### src/sv/frlc_pkg.sv
// ----------------------------------------------------------------------------
// frlc_pkg
// Types, constants and the byte classifier for the FASTA record length counter.
// ----------------------------------------------------------------------------
`default_nettype none

package frlc_pkg;

    localparam int LENGTH_BITS_DEFAULT = 40;

    localparam int BYTE_W         = 8;
    localparam int NAME_LIMIT_W   = 12;
    localparam int RECORD_LIMIT_W = 16;
    localparam int RECORD_COUNT_W = 17;
    localparam int RECORD_NUM_W   = 16;
    localparam int FIELD_W        = 40;
    localparam int STATUS_W       = 2;
    localparam int CFG_INDEX_W    = 1;
    localparam int CFG_DATA_W     = 16;
    localparam int S_TDATA_W      = 8;
    // record_number, total_length, unambiguous_length, invalid_count
    localparam int M_TDATA_W      = RECORD_NUM_W + 3 * FIELD_W;

    localparam int TOTAL_LSB = RECORD_NUM_W;
    localparam int UNAMB_LSB = TOTAL_LSB + FIELD_W;
    localparam int INVAL_LSB = UNAMB_LSB + FIELD_W;

    localparam logic [NAME_LIMIT_W-1:0]   NAME_LIMIT_RESET   = 12'd256;
    localparam logic [RECORD_LIMIT_W-1:0] RECORD_LIMIT_RESET = 16'd1024;
    localparam logic [RECORD_COUNT_W-1:0] RECORD_COUNT_MAX   = '1;

    localparam logic [BYTE_W-1:0] CHAR_MARKER  = 8'h3E;  // '>'
    localparam logic [BYTE_W-1:0] CHAR_NEWLINE = 8'h0A;

    localparam logic [CFG_INDEX_W-1:0] REG_NAME_LIMIT   = 1'b0;
    localparam logic [CFG_INDEX_W-1:0] REG_RECORD_LIMIT = 1'b1;

    typedef enum logic [STATUS_W-1:0] {
        STATUS_RECORD       = 2'd0,
        STATUS_NAME_LONG    = 2'd1,
        STATUS_TOO_MANY     = 2'd2,
        STATUS_UNTERMINATED = 2'd3
    } status_t;

    typedef enum logic [1:0] {
        BASE_SKIP    = 2'd0,
        BASE_BOTH    = 2'd1,
        BASE_TOTAL   = 2'd2,
        BASE_INVALID = 2'd3
    } base_class_t;

    // Nucleotides and IUPAC ambiguity codes count in both lengths, N/n only in
    // the total; line ends and NUL are dropped.
    function automatic base_class_t base_class(input logic [BYTE_W-1:0] b);
        base_class_t cls;
        if (b inside {"A", "C", "G", "T", "a", "c", "g", "t",
                      "R", "Y", "K", "M", "S", "W", "B", "D", "H", "V",
                      "r", "y", "k", "m", "s", "w", "b", "d", "h", "v"}) begin
            cls = BASE_BOTH;
        end else if (b inside {"N", "n"}) begin
            cls = BASE_TOTAL;
        end else if (b inside {8'h0A, 8'h0D, 8'h00}) begin
            cls = BASE_SKIP;
        end else begin
            cls = BASE_INVALID;
        end
        return cls;
    endfunction

endpackage

`default_nettype wire

### src/sv/fasta_record_length_counter_core.sv
// ----------------------------------------------------------------------------
// fasta_record_length_counter_core
// Per-record length, unambiguous length and invalid-byte counts of a FASTA
// byte stream, one result word per record or per error.
// ----------------------------------------------------------------------------
//  channel  | direction | payload
//  ---------+-----------+------------------------------------------------------
//  s_*      | in        | tdata: in_byte; tlast: end_of_input
//  m_*      | out       | tdata: record_number, three lengths; tuser: status
//  cfg_*    | in        | register write: name_limit, record_limit
//
//  One byte is taken every cycle while s_tready is high; the state is updated
//  in the cycle it is accepted and a result word appears on m_* in the next cycle.
//  The output register lets s_tready stay high while a word waits, as long as
//  m_tready takes it in the same cycle; a stalled full output stops the input.
//  Synchronous active-low reset; no clearing pass.
// ----------------------------------------------------------------------------
`default_nettype none

module fasta_record_length_counter_core
    import frlc_pkg::*;
#(
    parameter int LENGTH_BITS = LENGTH_BITS_DEFAULT
) (
    input  wire                      aclk,
    input  wire                      aresetn,

    input  wire                      s_tvalid,
    output logic                     s_tready,
    input  wire  [S_TDATA_W-1:0]     s_tdata,   // [7:0] in_byte
    input  wire                      s_tlast,   // end_of_input

    output logic                     m_tvalid,
    input  wire                      m_tready,
    output logic [M_TDATA_W-1:0]     m_tdata,   // [15:0] record_number,
                                                // [55:16] total_length,
                                                // [95:56] unambiguous_length,
                                                // [135:96] invalid_count
    output logic [STATUS_W-1:0]      m_tuser,   // [1:0] status

    input  wire                      cfg_we,
    input  wire  [CFG_INDEX_W-1:0]   cfg_index,
    input  wire  [CFG_DATA_W-1:0]    cfg_wdata
);

    // configuration
    logic [NAME_LIMIT_W-1:0]   name_limit_reg;
    logic [RECORD_LIMIT_W-1:0] record_limit_reg;

    // stream state
    logic                      at_line_start_reg, at_line_start_next;
    logic                      in_header_reg,     in_header_next;
    logic [NAME_LIMIT_W-1:0]   header_bytes_reg,  header_bytes_next;
    logic                      record_open_reg,   record_open_next;
    logic [RECORD_COUNT_W-1:0] record_count_reg,  record_count_next;
    logic [LENGTH_BITS-1:0]    total_reg,         total_next;
    logic [LENGTH_BITS-1:0]    unamb_reg,         unamb_next;
    logic [LENGTH_BITS-1:0]    invalid_reg,       invalid_next;
    logic                      halted_reg,        halted_next;

    // output register
    logic                      m_tvalid_reg,      m_tvalid_next;
    logic [M_TDATA_W-1:0]      m_tdata_reg,       m_tdata_next;
    status_t                   m_tuser_reg,       m_tuser_next;

    logic                      s_fire;
    logic [BYTE_W-1:0]         in_byte;
    logic                      end_of_input;
    logic                      emit;
    status_t                   emit_status;
    logic                      emit_counts;
    base_class_t               cls;
    logic [63:0]               total_wide, unamb_wide, invalid_wide;
    logic [RECORD_NUM_W-1:0]   record_index;
    logic [RECORD_COUNT_W-1:0] record_index_full;

    assign s_tready     = !m_tvalid_reg || m_tready;
    assign s_fire       = s_tvalid && s_tready;
    assign in_byte      = s_tdata[BYTE_W-1:0];
    assign end_of_input = s_tlast;
    assign cls          = base_class(in_byte);

    function automatic logic [LENGTH_BITS-1:0] sat_inc(input logic [LENGTH_BITS-1:0] v);
        return (&v) ? v : v + LENGTH_BITS'(1);
    endfunction

    always_comb begin
        at_line_start_next = at_line_start_reg;
        in_header_next     = in_header_reg;
        header_bytes_next  = header_bytes_reg;
        record_open_next   = record_open_reg;
        record_count_next  = record_count_reg;
        total_next         = total_reg;
        unamb_next         = unamb_reg;
        invalid_next       = invalid_reg;
        halted_next        = halted_reg;
        emit               = 1'b0;
        emit_status        = STATUS_RECORD;
        emit_counts        = 1'b0;

        if (end_of_input) begin
            if (!halted_reg) begin
                if (in_header_reg) begin
                    emit        = 1'b1;
                    emit_status = STATUS_UNTERMINATED;
                end else if (record_open_reg) begin
                    emit        = 1'b1;
                    emit_counts = 1'b1;
                end
            end
            at_line_start_next = 1'b1;
            in_header_next     = 1'b0;
            header_bytes_next  = '0;
            record_open_next   = 1'b0;
            record_count_next  = '0;
            total_next         = '0;
            unamb_next         = '0;
            invalid_next       = '0;
            halted_next        = 1'b0;
        end else if (halted_reg) begin
            // dropped until the end word
        end else if (in_header_reg) begin
            if (header_bytes_reg >= name_limit_reg) begin
                emit        = 1'b1;
                emit_status = STATUS_NAME_LONG;
                halted_next = 1'b1;
            end else begin
                header_bytes_next = header_bytes_reg + NAME_LIMIT_W'(1);
                if (in_byte == CHAR_NEWLINE) begin
                    in_header_next     = 1'b0;
                    at_line_start_next = 1'b1;
                    if (record_count_reg > {1'b0, record_limit_reg}) begin
                        emit        = 1'b1;
                        emit_status = STATUS_TOO_MANY;
                        halted_next = 1'b1;
                    end
                end
            end
        end else if (at_line_start_reg && in_byte == CHAR_MARKER) begin
            if (record_open_reg) begin
                emit        = 1'b1;
                emit_counts = 1'b1;
            end
            if (record_count_reg != RECORD_COUNT_MAX) begin
                record_count_next = record_count_reg + RECORD_COUNT_W'(1);
            end
            record_open_next   = 1'b1;
            total_next         = '0;
            unamb_next         = '0;
            invalid_next       = '0;
            in_header_next     = 1'b1;
            header_bytes_next  = '0;
            at_line_start_next = 1'b0;
        end else begin
            at_line_start_next = (in_byte == CHAR_NEWLINE);
            if (record_open_reg) begin
                case (cls)
                    BASE_BOTH: begin
                        total_next = sat_inc(total_reg);
                        unamb_next = sat_inc(unamb_reg);
                    end
                    BASE_TOTAL: begin
                        total_next = sat_inc(total_reg);
                    end
                    BASE_INVALID: begin
                        total_next   = sat_inc(total_reg);
                        invalid_next = sat_inc(invalid_reg);
                    end
                    default: begin
                    end
                endcase
            end
        end
    end

    // result word built from the counts as they stand before this byte
    assign total_wide        = 64'(total_reg);
    assign unamb_wide        = 64'(unamb_reg);
    assign invalid_wide      = 64'(invalid_reg);
    assign record_index_full = record_count_reg - RECORD_COUNT_W'(1);
    assign record_index      = record_index_full[RECORD_NUM_W-1:0];

    always_comb begin
        m_tvalid_next = m_tvalid_reg && !m_tready;
        m_tdata_next  = m_tdata_reg;
        m_tuser_next  = m_tuser_reg;
        if (s_fire && emit) begin
            m_tvalid_next = 1'b1;
            m_tuser_next  = emit_status;
            m_tdata_next  = {
                emit_counts ? invalid_wide[FIELD_W-1:0] : {FIELD_W{1'b0}},
                emit_counts ? unamb_wide[FIELD_W-1:0]   : {FIELD_W{1'b0}},
                emit_counts ? total_wide[FIELD_W-1:0]   : {FIELD_W{1'b0}},
                record_index
            };
        end
    end

    always_ff @(posedge aclk) begin
        if (!aresetn) begin
            name_limit_reg    <= NAME_LIMIT_RESET;
            record_limit_reg  <= RECORD_LIMIT_RESET;
            at_line_start_reg <= 1'b1;
            in_header_reg     <= 1'b0;
            header_bytes_reg  <= '0;
            record_open_reg   <= 1'b0;
            record_count_reg  <= '0;
            total_reg         <= '0;
            unamb_reg         <= '0;
            invalid_reg       <= '0;
            halted_reg        <= 1'b0;
            m_tvalid_reg      <= 1'b0;
        end else begin
            if (cfg_we) begin
                case (cfg_index)
                    REG_NAME_LIMIT:   name_limit_reg   <= cfg_wdata[NAME_LIMIT_W-1:0];
                    REG_RECORD_LIMIT: record_limit_reg <= cfg_wdata[RECORD_LIMIT_W-1:0];
                    default: begin
                    end
                endcase
            end
            if (s_fire) begin
                at_line_start_reg <= at_line_start_next;
                in_header_reg     <= in_header_next;
                header_bytes_reg  <= header_bytes_next;
                record_open_reg   <= record_open_next;
                record_count_reg  <= record_count_next;
                total_reg         <= total_next;
                unamb_reg         <= unamb_next;
                invalid_reg       <= invalid_next;
                halted_reg        <= halted_next;
            end
            m_tvalid_reg <= m_tvalid_next;
        end
    end

    always_ff @(posedge aclk) begin
        m_tdata_reg <= m_tdata_next;
        m_tuser_reg <= m_tuser_next;
    end

    assign m_tvalid = m_tvalid_reg;
    assign m_tdata  = m_tdata_reg;
    assign m_tuser  = m_tuser_reg;

endmodule

`default_nettype wire

### config.mk
export PLATFORM = sky130hd
export DESIGN_NAME = fasta_record_length_counter_core
export DESIGN_NICKNAME = d
export VERILOG_FILES = /design/src/sv/frlc_pkg.sv /design/src/sv/fasta_record_length_counter_core.sv
export SDC_FILE = /design/constraint.sdc
export NUM_CORES = 1
export LEC_CHECK = 0
export ABC_AREA = 1
export CAP_MARGIN = 40
export CORE_MARGIN = 5
export CORE_UTILIZATION = 55
export CTS_CLUSTER_SIZE = 20
export DETAILED_ROUTE_END_ITERATION = 10
export DONT_BUFFER_PORTS = 1
export PLACE_DENSITY = 0.73
export RECOVER_POWER = 25
export REMOVE_ABC_BUFFERS = 1
export SLEW_MARGIN = 20
export SYNTH_ARGS = -nofsm -noshare
export SYNTH_HDL_FRONTEND = slang
export SYNTH_SLANG_ARGS = --single-unit
### constraint.sdc
create_clock -name aclk -period 5.55 [get_ports aclk]
set_clock_uncertainty 0.05 [all_clocks]
set_input_delay 1.665 -clock aclk [delete_from_list [all_inputs] [get_ports aclk]]
set_output_delay 1.665 -clock aclk [all_outputs]
set_load 0.05 [all_outputs]
# Yosys cells after proc, flatten, opt, wreduce, memory -nomap -nowiden
# Cells that the tools add are included.
# Widths: inputs -> output; s select.
# op_classes
n_addsub	6
magnitude_cmp	2
n_eq_ne	44
mux	77
bitwise_logic	1
n_reduce_logical	32
# ops
op	count
$mux 40	21
$eq 8x7->1 const B	30
$add 40x1->40 const B	3
$reduce_and 40->1	3
$mux 17	5
$mux 12	5
$mux 1	35
$reduce_bool 28->1	1
$mux 2	11
$reduce_and 6->1	3
$reduce_bool 3->1	6
$add 17x1->17 const B	1
$gt 17x16->1	1
$ne 17x17->1 const B	1
$eq 8x4->1 const B	2
$sub 16x1->16 const B	1
$add 12x1->12 const B	1
$ge 12x12->1	1
$ne 3x3->1 const B	4
$reduce_and 4->1	3
$eq 8x6->1 const B	1
$logic_not 8->1	1
$reduce_and 2->1	3
$reduce_bool 2->1	3
10 further kinds	16
# word_totals
ff_bits	320
in_bits	31
wordCells	177

# Logic depth before layout (Yosys ltp)
# Gate-level depths: netlist of run 1.
# logic_depth
depth_word	13
mapped_depth	16
mapped_depth_nobuf	16

# Worst setup path before layout of run 1
# Ideal clock, no wire load.
# synth_path
path_kind	input port to flip-flop
startpoint	in s_tdata[6]
endpoint	reg m_tdata_reg[0] (netlist: m_tdata[0]) (enable)
setup_time_ps	491
t_arrival_ps	5244
path_slack_ps	-236
stages	11
path_buffers	0
path_cell_list	inv_1 -> nand2_1 -> nor3_1 -> nand3_1 -> nor2_1 -> nand2_1 -> nand2_1 -> nand2_1 -> nand2_1 -> nand2_1 -> inv_1
# synth_via
elab_chain_len	7
# synth_lines
item	line	text
start: declaration	fasta_record_length_counter_core.sv:30	input wire [S_TDATA_W-1:0] s_tdata,
$eq 8x4->1 or $eq 8x6->1 (tied branches)	fasta_record_length_counter_core.sv:129, fasta_record_length_counter_core.sv:139	
$mux 1 or $logic_and 1x1->1 (tied branches)	fasta_record_length_counter_core.sv:129, fasta_record_length_counter_core.sv:139	
$mux 1, on equally long branches	fasta_record_length_counter_core.sv:123, fasta_record_length_counter_core.sv:139	
$mux 1 (*)	fasta_record_length_counter_core.sv:122	end else if (in_header_reg) begin
$mux 1 (*)	fasta_record_length_counter_core.sv:120	end else if (halted_reg) begin
$mux 1 (*)	fasta_record_length_counter_core.sv:101	if (end_of_input) begin
$logic_and 1x1->1 (*)	fasta_record_length_counter_core.sv:187	if (s_fire && emit) begin
end signal: assignment	fasta_record_length_counter_core.sv:238	m_tdata_reg <= m_tdata_next;
end: declaration	fasta_record_length_counter_core.sv:63	logic [M_TDATA_W-1:0] m_tdata_reg, m_tdata_next;
# Every way passes the cells marked *; elsewhere a longest branch is shown, timed or not.
# A chain may end at the register's enable or synchronous reset.

# Worst setup path in the final report of run 1
# layout_path
startpoint	in m_tready
endpoint	reg total_reg[9]
# layout_via
elab_chain_len	3
# layout_lines
item	line	text
start: declaration	fasta_record_length_counter_core.sv:34	input wire m_tready,
$logic_or 1x1->1	fasta_record_length_counter_core.sv:77	assign s_tready = !m_tvalid_reg || m_tready;
via s_tready	fasta_record_length_counter_core.sv:29	output logic s_tready,
$logic_and 1x1->1	fasta_record_length_counter_core.sv:78	assign s_fire = s_tvalid && s_tready;
$reduce_and 6->1 (no source line)	-	
end signal: assignment	fasta_record_length_counter_core.sv:228	total_reg <= total_next;
end: declaration	fasta_record_length_counter_core.sv:56	logic [LENGTH_BITS-1:0] total_reg, total_next;
# The timed path passes the listed nets, and every way through them passes these cells.

==> impl_metrics.env, run 1 <==
export IMPL_synthesis_area_um2=17240
export IMPL_stdcell_count=2788
export IMPL_htree_levels=2
export IMPL_clkTransAtPathRegs_ns=0.06
export IMPL_endpoint_kind="flop"
export IMPL_power_switching_uw=1249
export IMPL_clk_latency_ns=0.52
export IMPL_die_h_um=187.1
export IMPL_finalHoldViolations=0
export IMPL_floorplan_initialDensity_pct=56.08
export IMPL_diodes=0
export IMPL_yosys_area_top_type="edfxtp_1"
export IMPL_seq_area_frac_synth_pct=45.16
export IMPL_seq_area_um2=7787
export IMPL_slowest_stage="nand2_2"
export IMPL_path_delay_family="simple AND/OR/NAND/NOR gates"
export IMPL_synth_most_common_cell="nand2_1"
export IMPL_tightest_slew_ns=0.9242
export IMPL_whs_endpoint="record_limit_reg[15]"
export IMPL_path_cells="inv_1 -> nand2_1 -> nand2_1 -> inv_1 -> o21ai_0 -> nor2_1 -> nand2_1 -> a21oi_1 -> nand2_1 -> nand2_2 -> inv_2 -> o21ai_0 -> nor2_1"
export IMPL_p_leak_uw=0.006290
export IMPL_root_buffer="clkbuf_16"
export IMPL_internal_power_uw=3906
export IMPL_syn_to_final_growth_pct=7.677
export IMPL_drtIter0Drc=1574
export IMPL_die_w_um=187.1
export IMPL_pin_count=171
export IMPL_fmax_mhz=243.1
export IMPL_worstHoldStart="record_limit_reg[15]"
export IMPL_worstPathMaxFanout=36
export IMPL_ctsHoldBuffers=0
export IMPL_synth_edf_count=138
export IMPL_p_clk_share_pct=44.2
export IMPL_grt_pass1_wl_um=76270
export IMPL_post_drt_wl_per_cell_um=17.07
export IMPL_overflow=0
export IMPL_outcome="finished, final reports clean"
export IMPL_holdPathStages=2
export IMPL_synth_seq_cells=320
export IMPL_pwr_share_comb_pct=4.7
export IMPL_worstPathArrival_ns=4.48
export IMPL_startpoint_type="primary input"
export IMPL_avgSynthCellArea_um2=7.182
export IMPL_setup_viol=0
export IMPL_fp_row_count=64
export IMPL_grt_max_degree=92
export IMPL_cts_setup_buffers=0
export IMPL_maxCapViolations=0
export IMPL_multi_input_area_um2=8068
export IMPL_first_pass_iters=6
export IMPL_tns_ns=0
export IMPL_cpPeakStageDelay_ns=0.51
export IMPL_cp_required_ns=5.92
export IMPL_port_buffers=0
export IMPL_grt_pass1_vias=14730
export IMPL_synthCells=2401
export IMPL_relSlewSlack_pct=38.39
export IMPL_nets=2433
export IMPL_peakVddDrop_mv=0.2004
export IMPL_gp_congestion=0.9647
export IMPL_core_um2=30750
export IMPL_grt_setup_unrepaired="false"
export IMPL_hp_class="flop to flop"
export IMPL_cts_tree="done"
export IMPL_drc=0
export IMPL_period_needed_ns=4.114
export IMPL_synth_warnings=0
export IMPL_fin_crit_sh_pct=74.12
export IMPL_async_reset_ff_share_pct=0
export IMPL_synthTopCellsByArea="edfxtp_1, dfxtp_1, nand2_1, nor2_1, nand3_1"
export IMPL_drt_total_wl_um=47590
export IMPL_ant_nets=0
export IMPL_dpl_hpwl_um=33520
export IMPL_place_inst=2724
export IMPL_antenna_found_initial=0
export IMPL_layout_setup_ws_ns=1.436
export IMPL_cts_resized=0
export IMPL_synth_commonest_cells="nand2_1, nor2_1, inv_1, nand3_1, dfxtp_1"
export IMPL_place_ws_ns=1.062
export IMPL_dieArea_um2=34990
export IMPL_slew_violations=0
export IMPL_cts_max_path_buffers=3
export IMPL_largest_register_ffs=136
export IMPL_rr_endpoint="total_reg[14]"
export IMPL_grt_usage_pct=26.07
export IMPL_switching_share_pct=24.23
export IMPL_power_density_nw_per_um2=277.7
export IMPL_path_depth=13
export IMPL_reg2reg_depth=12
export IMPL_critPathBufInv=3
export IMPL_synth_flop_cell="dfxtp_1"
export IMPL_clkSinkCount=320
export IMPL_cpMostUsedCell="nand2_1"
export IMPL_seq_power_share_pct=51.2
export IMPL_cts_buffers=35
export IMPL_layout_drive_gt1_share_pct=3.554
export IMPL_via_per_inst=5.631
export IMPL_yosys_area_top_type_share_pct=24.03
export IMPL_ys_types=40
export IMPL_rrSetupSlack_ns=1.96
export IMPL_via_count=15700
export IMPL_reg2reg_from="m_tvalid"
export IMPL_fill_cells=2829
export IMPL_critPathKind="primary input to flop"
worst min-delay path, stage by stage, from the launching register on:
cell	delay (ns)
dfxtp_1	0.29
inv_1	0.07
a21oi_1	0.06
layout by cell type (no fill, tap or decap), types with 13 or more instances in the layout:
cell type	instances
nor3_1	109
inv_1	250
nand3_1	204
nand4_1	42
a21oi_1	176
o21ai_0	68
nand2_1	575
nor2_1	432
buf_4	13
edfxtp_1	138
dfxtp_1	182
xor2_1	51
ha_1	35
clkbuf_16	37
metal layers:
| metal | vias to the layer above | routed length [um] | GRT usage [%] |
|---|---|---|---|
| met5 | - | 0 | 0 |
| met4 | 0 | 1345 | 7.821 |
| met3 | 90 | 3957 | 6.122 |
| met2 | 646 | 21750 | 41.84 |
| met1 | 7205 | 20540 | 35.32 |
| li1 | 7758 | - | - |
layout make-up:
class                           instances  area share, %
Multi-Input combinational cell       1736          43.45
Sequential cell                       320          41.94
Clock buffer                           50          5.357
Inverter                              258          5.263
Tap cell                              396          2.668
Timing Repair Buffer                   16         0.7143
Clock inverter                         12         0.6065
logic make-up (layout without fill, tap and decap cells):
family | after synthesis | count (layout) | synth area share (%)
buf+inv | 345 | 336 | 8.032
fa+ha+maj | 35 | 35 | 2.540
flops | 320 | 320 | 45.16
simple gates | 1392 | 1392 | 33.94
compound gates | 258 | 258 | 7.742
xor+xnor | 51 | 51 | 2.590
how the worst max path moves through the flow:
| stage | startpoint | end | slack [ns] |
|---|---|---|---|
| after floorplan | s_tdata[1] | m_tdata[100] | -0.30 |
| after global placement | m_tready | total_reg[9] | 1.15 |
| after detailed placement | s_tdata[6] | m_tdata[118] | 1.06 |
| after CTS | s_tdata[6] | m_tdata[61] | 1.59 |
| after global routing | m_tready | total_reg[9] | 1.17 |
| final | m_tready | total_reg[9] | 1.44 |
power by group through the flow:
stage	Sequential (uW)	Clock (uW)	Combinational, uW
after floorplan	2680	0	164
after global placement	2690	0	229
after detailed placement	2690	0	237
after CTS	2640	2310	237
after global routing	2640	2420	270
final	2640	2280	240
stage by stage:
| stage | utilization (%) | total power [uW] | area [um^2] | hold WS (ns) |
|---|---|---|---|---|
| 2_1_floorplan | - | 2848 | 16830 | 0.3847 |
| 4_1_cts | 60.35 | 5190 | 18560 | 0.4115 |
| 6_report | 60.38 | 5155 | 18570 | 0.4102 |
| 3_3_place_gp | 56.75 | 2917 | 17450 | 0.3960 |
| 3_5_place_dp | 56.75 | 2925 | 17450 | 0.4024 |
| 5_1_grt | 60.38 | 5335 | 18570 | 0.4241 |
Power figures use the tool's default switching activity.
==> inputs of run 2 (changes only) <==
==> constraint.sdc (replaced) <==
create_clock -name aclk -period 3.4 [get_ports aclk]
set_clock_uncertainty 0.05 [all_clocks]
set_input_delay 1.02 -clock aclk [delete_from_list [all_inputs] [get_ports aclk]]
set_output_delay 1.02 -clock aclk [all_outputs]
set_load 0.05 [all_outputs]
==> impl_metrics.env, run 2 (same netlist as run 1, synthesis figures left out) <==
export IMPL_outcome="finished, final reports clean"
export IMPL_maxCapViolations=0
export IMPL_startpoint_type="flop"
export IMPL_largest_register_ffs=136
export IMPL_via_count=15900
export IMPL_final_common_cell="nand2_1"
export IMPL_worstPathMaxFanout=28
export IMPL_hp_class="flop to flop"
export IMPL_ant_nets=0
export IMPL_syn_to_final_growth_pct=8.497
export IMPL_cp_required_ns=3.76
export IMPL_switching_share_pct=24.09
export IMPL_cts_resized=0
export IMPL_antenna_found_initial=0
export IMPL_cts_tree="done"
export IMPL_cts_setup_buffers=0
export IMPL_seq_power_share_pct=51.0
export IMPL_p_clk_share_pct=44.2
export IMPL_layout_setup_ws_ns=0.4919
export IMPL_via_per_inst=5.670
export IMPL_nets=2449
export IMPL_dieArea_um2=34990
export IMPL_grt_max_degree=92
export IMPL_finalHoldViolations=0
export IMPL_grt_pass1_vias=15020
export IMPL_pwr_share_comb_pct=4.8
export IMPL_drt_total_wl_um=48090
export IMPL_drc=0
export IMPL_slew_violations=0
export IMPL_period_needed_ns=2.908
export IMPL_endpoint_kind="flop"
export IMPL_place_ws_ns=0.3921
export IMPL_relSlewSlack_pct=17.10
export IMPL_tns_ns=0
export IMPL_fin_crit_sh_pct=85.53
export IMPL_wl_met2_um=22260
export IMPL_clkTransAtPathRegs_ns=0.06
export IMPL_stdcell_count=2804
export IMPL_cts_max_path_buffers=3
export IMPL_place_inst=2741
export IMPL_die_h_um=187.1
export IMPL_fmax_mhz=343.9
export IMPL_post_drt_wl_per_cell_um=17.15
export IMPL_internal_power_uw=6410
export IMPL_power_density_nw_per_um2=451.3
export IMPL_htree_levels=2
export IMPL_place_area_um2=17600
export IMPL_port_buffers=0
export IMPL_ctsHoldBuffers=0
export IMPL_core_um2=30750
export IMPL_power_switching_uw=2034
export IMPL_pin_count=171
export IMPL_dr_wl_met3_um=3685
export IMPL_grt_usage_pct=26.44
export IMPL_clk_latency_ns=0.52
export IMPL_dpl_hpwl_um=34390
export IMPL_layout_common_cells="nand2_1, nor2_1, inv_1, nand3_1, dfxtp_1"
export IMPL_floorplan_initialDensity_pct=56.08
export IMPL_diodes=0
export IMPL_final_area_um2=18710
export IMPL_top_layer_used="met4"
export IMPL_drt_met1_wl_um=20920
export IMPL_grt_pass1_wl_um=77630
export IMPL_drtIter0Drc=1386
export IMPL_critPathKind="flop to flop"
export IMPL_setup_viol=0
export IMPL_die_w_um=187.1
export IMPL_cts_buffers=35
export IMPL_p_leak_uw=0.006386
export IMPL_overflow=0
export IMPL_first_pass_iters=6
export IMPL_root_buffer="clkbuf_16"
export IMPL_clkSinkCount=320
export IMPL_gp_congestion=0.9734
export IMPL_worstPathArrival_ns=3.27
export IMPL_layout_drive_gt1_share_pct=4.360
export IMPL_power_total_uw=8444
export IMPL_fill_cells=2865
export IMPL_fp_row_count=64
export IMPL_peakVddDrop_mv=0.3488
export IMPL_tightest_slew_ns=1.244
export IMPL_grt_setup_unrepaired="false"
-- run 2: metal layers --
layer | vias to the layer above | GRT usage [%]
met5 | - | 0
met4 | 0 | 7.167
met1 | 7345 | 35.67
li1 | 7786 | -
met2 | 669 | 43.93
met3 | 99 | 4.965
-- run 2: critical path, stage by stage, from the launching register on --
cell     delay [ns]
dfxtp_1        0.48
ha_1           0.38
nand2_1        0.15
nor2_1         0.11
nand2_1        0.14
nor2_4         0.18
nand3_2        0.14
nor2_1         0.12
nand3_1        0.13
nand2_1        0.12
nand2_2        0.08
inv_2          0.42
nor2_1         0.11
o21a_1         0.18
-- run 2: power by group through the flow --
| stage | Combinational, uW | Clock (uW) | Sequential, uW |
|---|---|---|---|
| finish | 409 | 3730 | 4300 |
| global route | 457 | 3950 | 4310 |
| CTS | 405 | 3780 | 4310 |
| detailed placement | 403 | 0 | 4390 |
| global placement | 395 | 0 | 4390 |
| floorplan | 267 | 0 | 4380 |
-- run 2: layout make-up --
type	count	area (um^2)	area share [%]
Clock buffer	50	1005	5.370
Clock inverter	12	116.4	0.6220
Multi-Input combinational cell	1736	8069	43.13
Timing Repair Buffer	32	259.0	1.384
Inverter	258	977.2	5.223
Tap cell	396	495.5	2.648
Sequential cell	320	7787	41.62
-- run 2: path summary, 6_finish.rpt --
check	start	to	slack, ns	cells after the start
hold / removal	record_limit_reg[1]	record_limit_reg[1]	0.41	2
hold reg to reg	record_limit_reg[1]	record_limit_reg[1]	0.41	2
setup reg to reg	total_reg[0]	total_reg[14]	0.49	13
setup / recovery	total_reg[0]	total_reg[14]	0.49	13
-- run 2: per-stage QoR --
| stage | utilization (%) | hold slack [ns] |
|---|---|---|
| after global routing | 60.84 | 0.4314 |
| after CTS | 60.89 | 0.4125 |
| after detailed placement | 57.24 | 0.4037 |
| after global placement | 57.24 | 0.3973 |
| after floorplan | - | 0.3847 |
| final | 60.84 | 0.4077 |
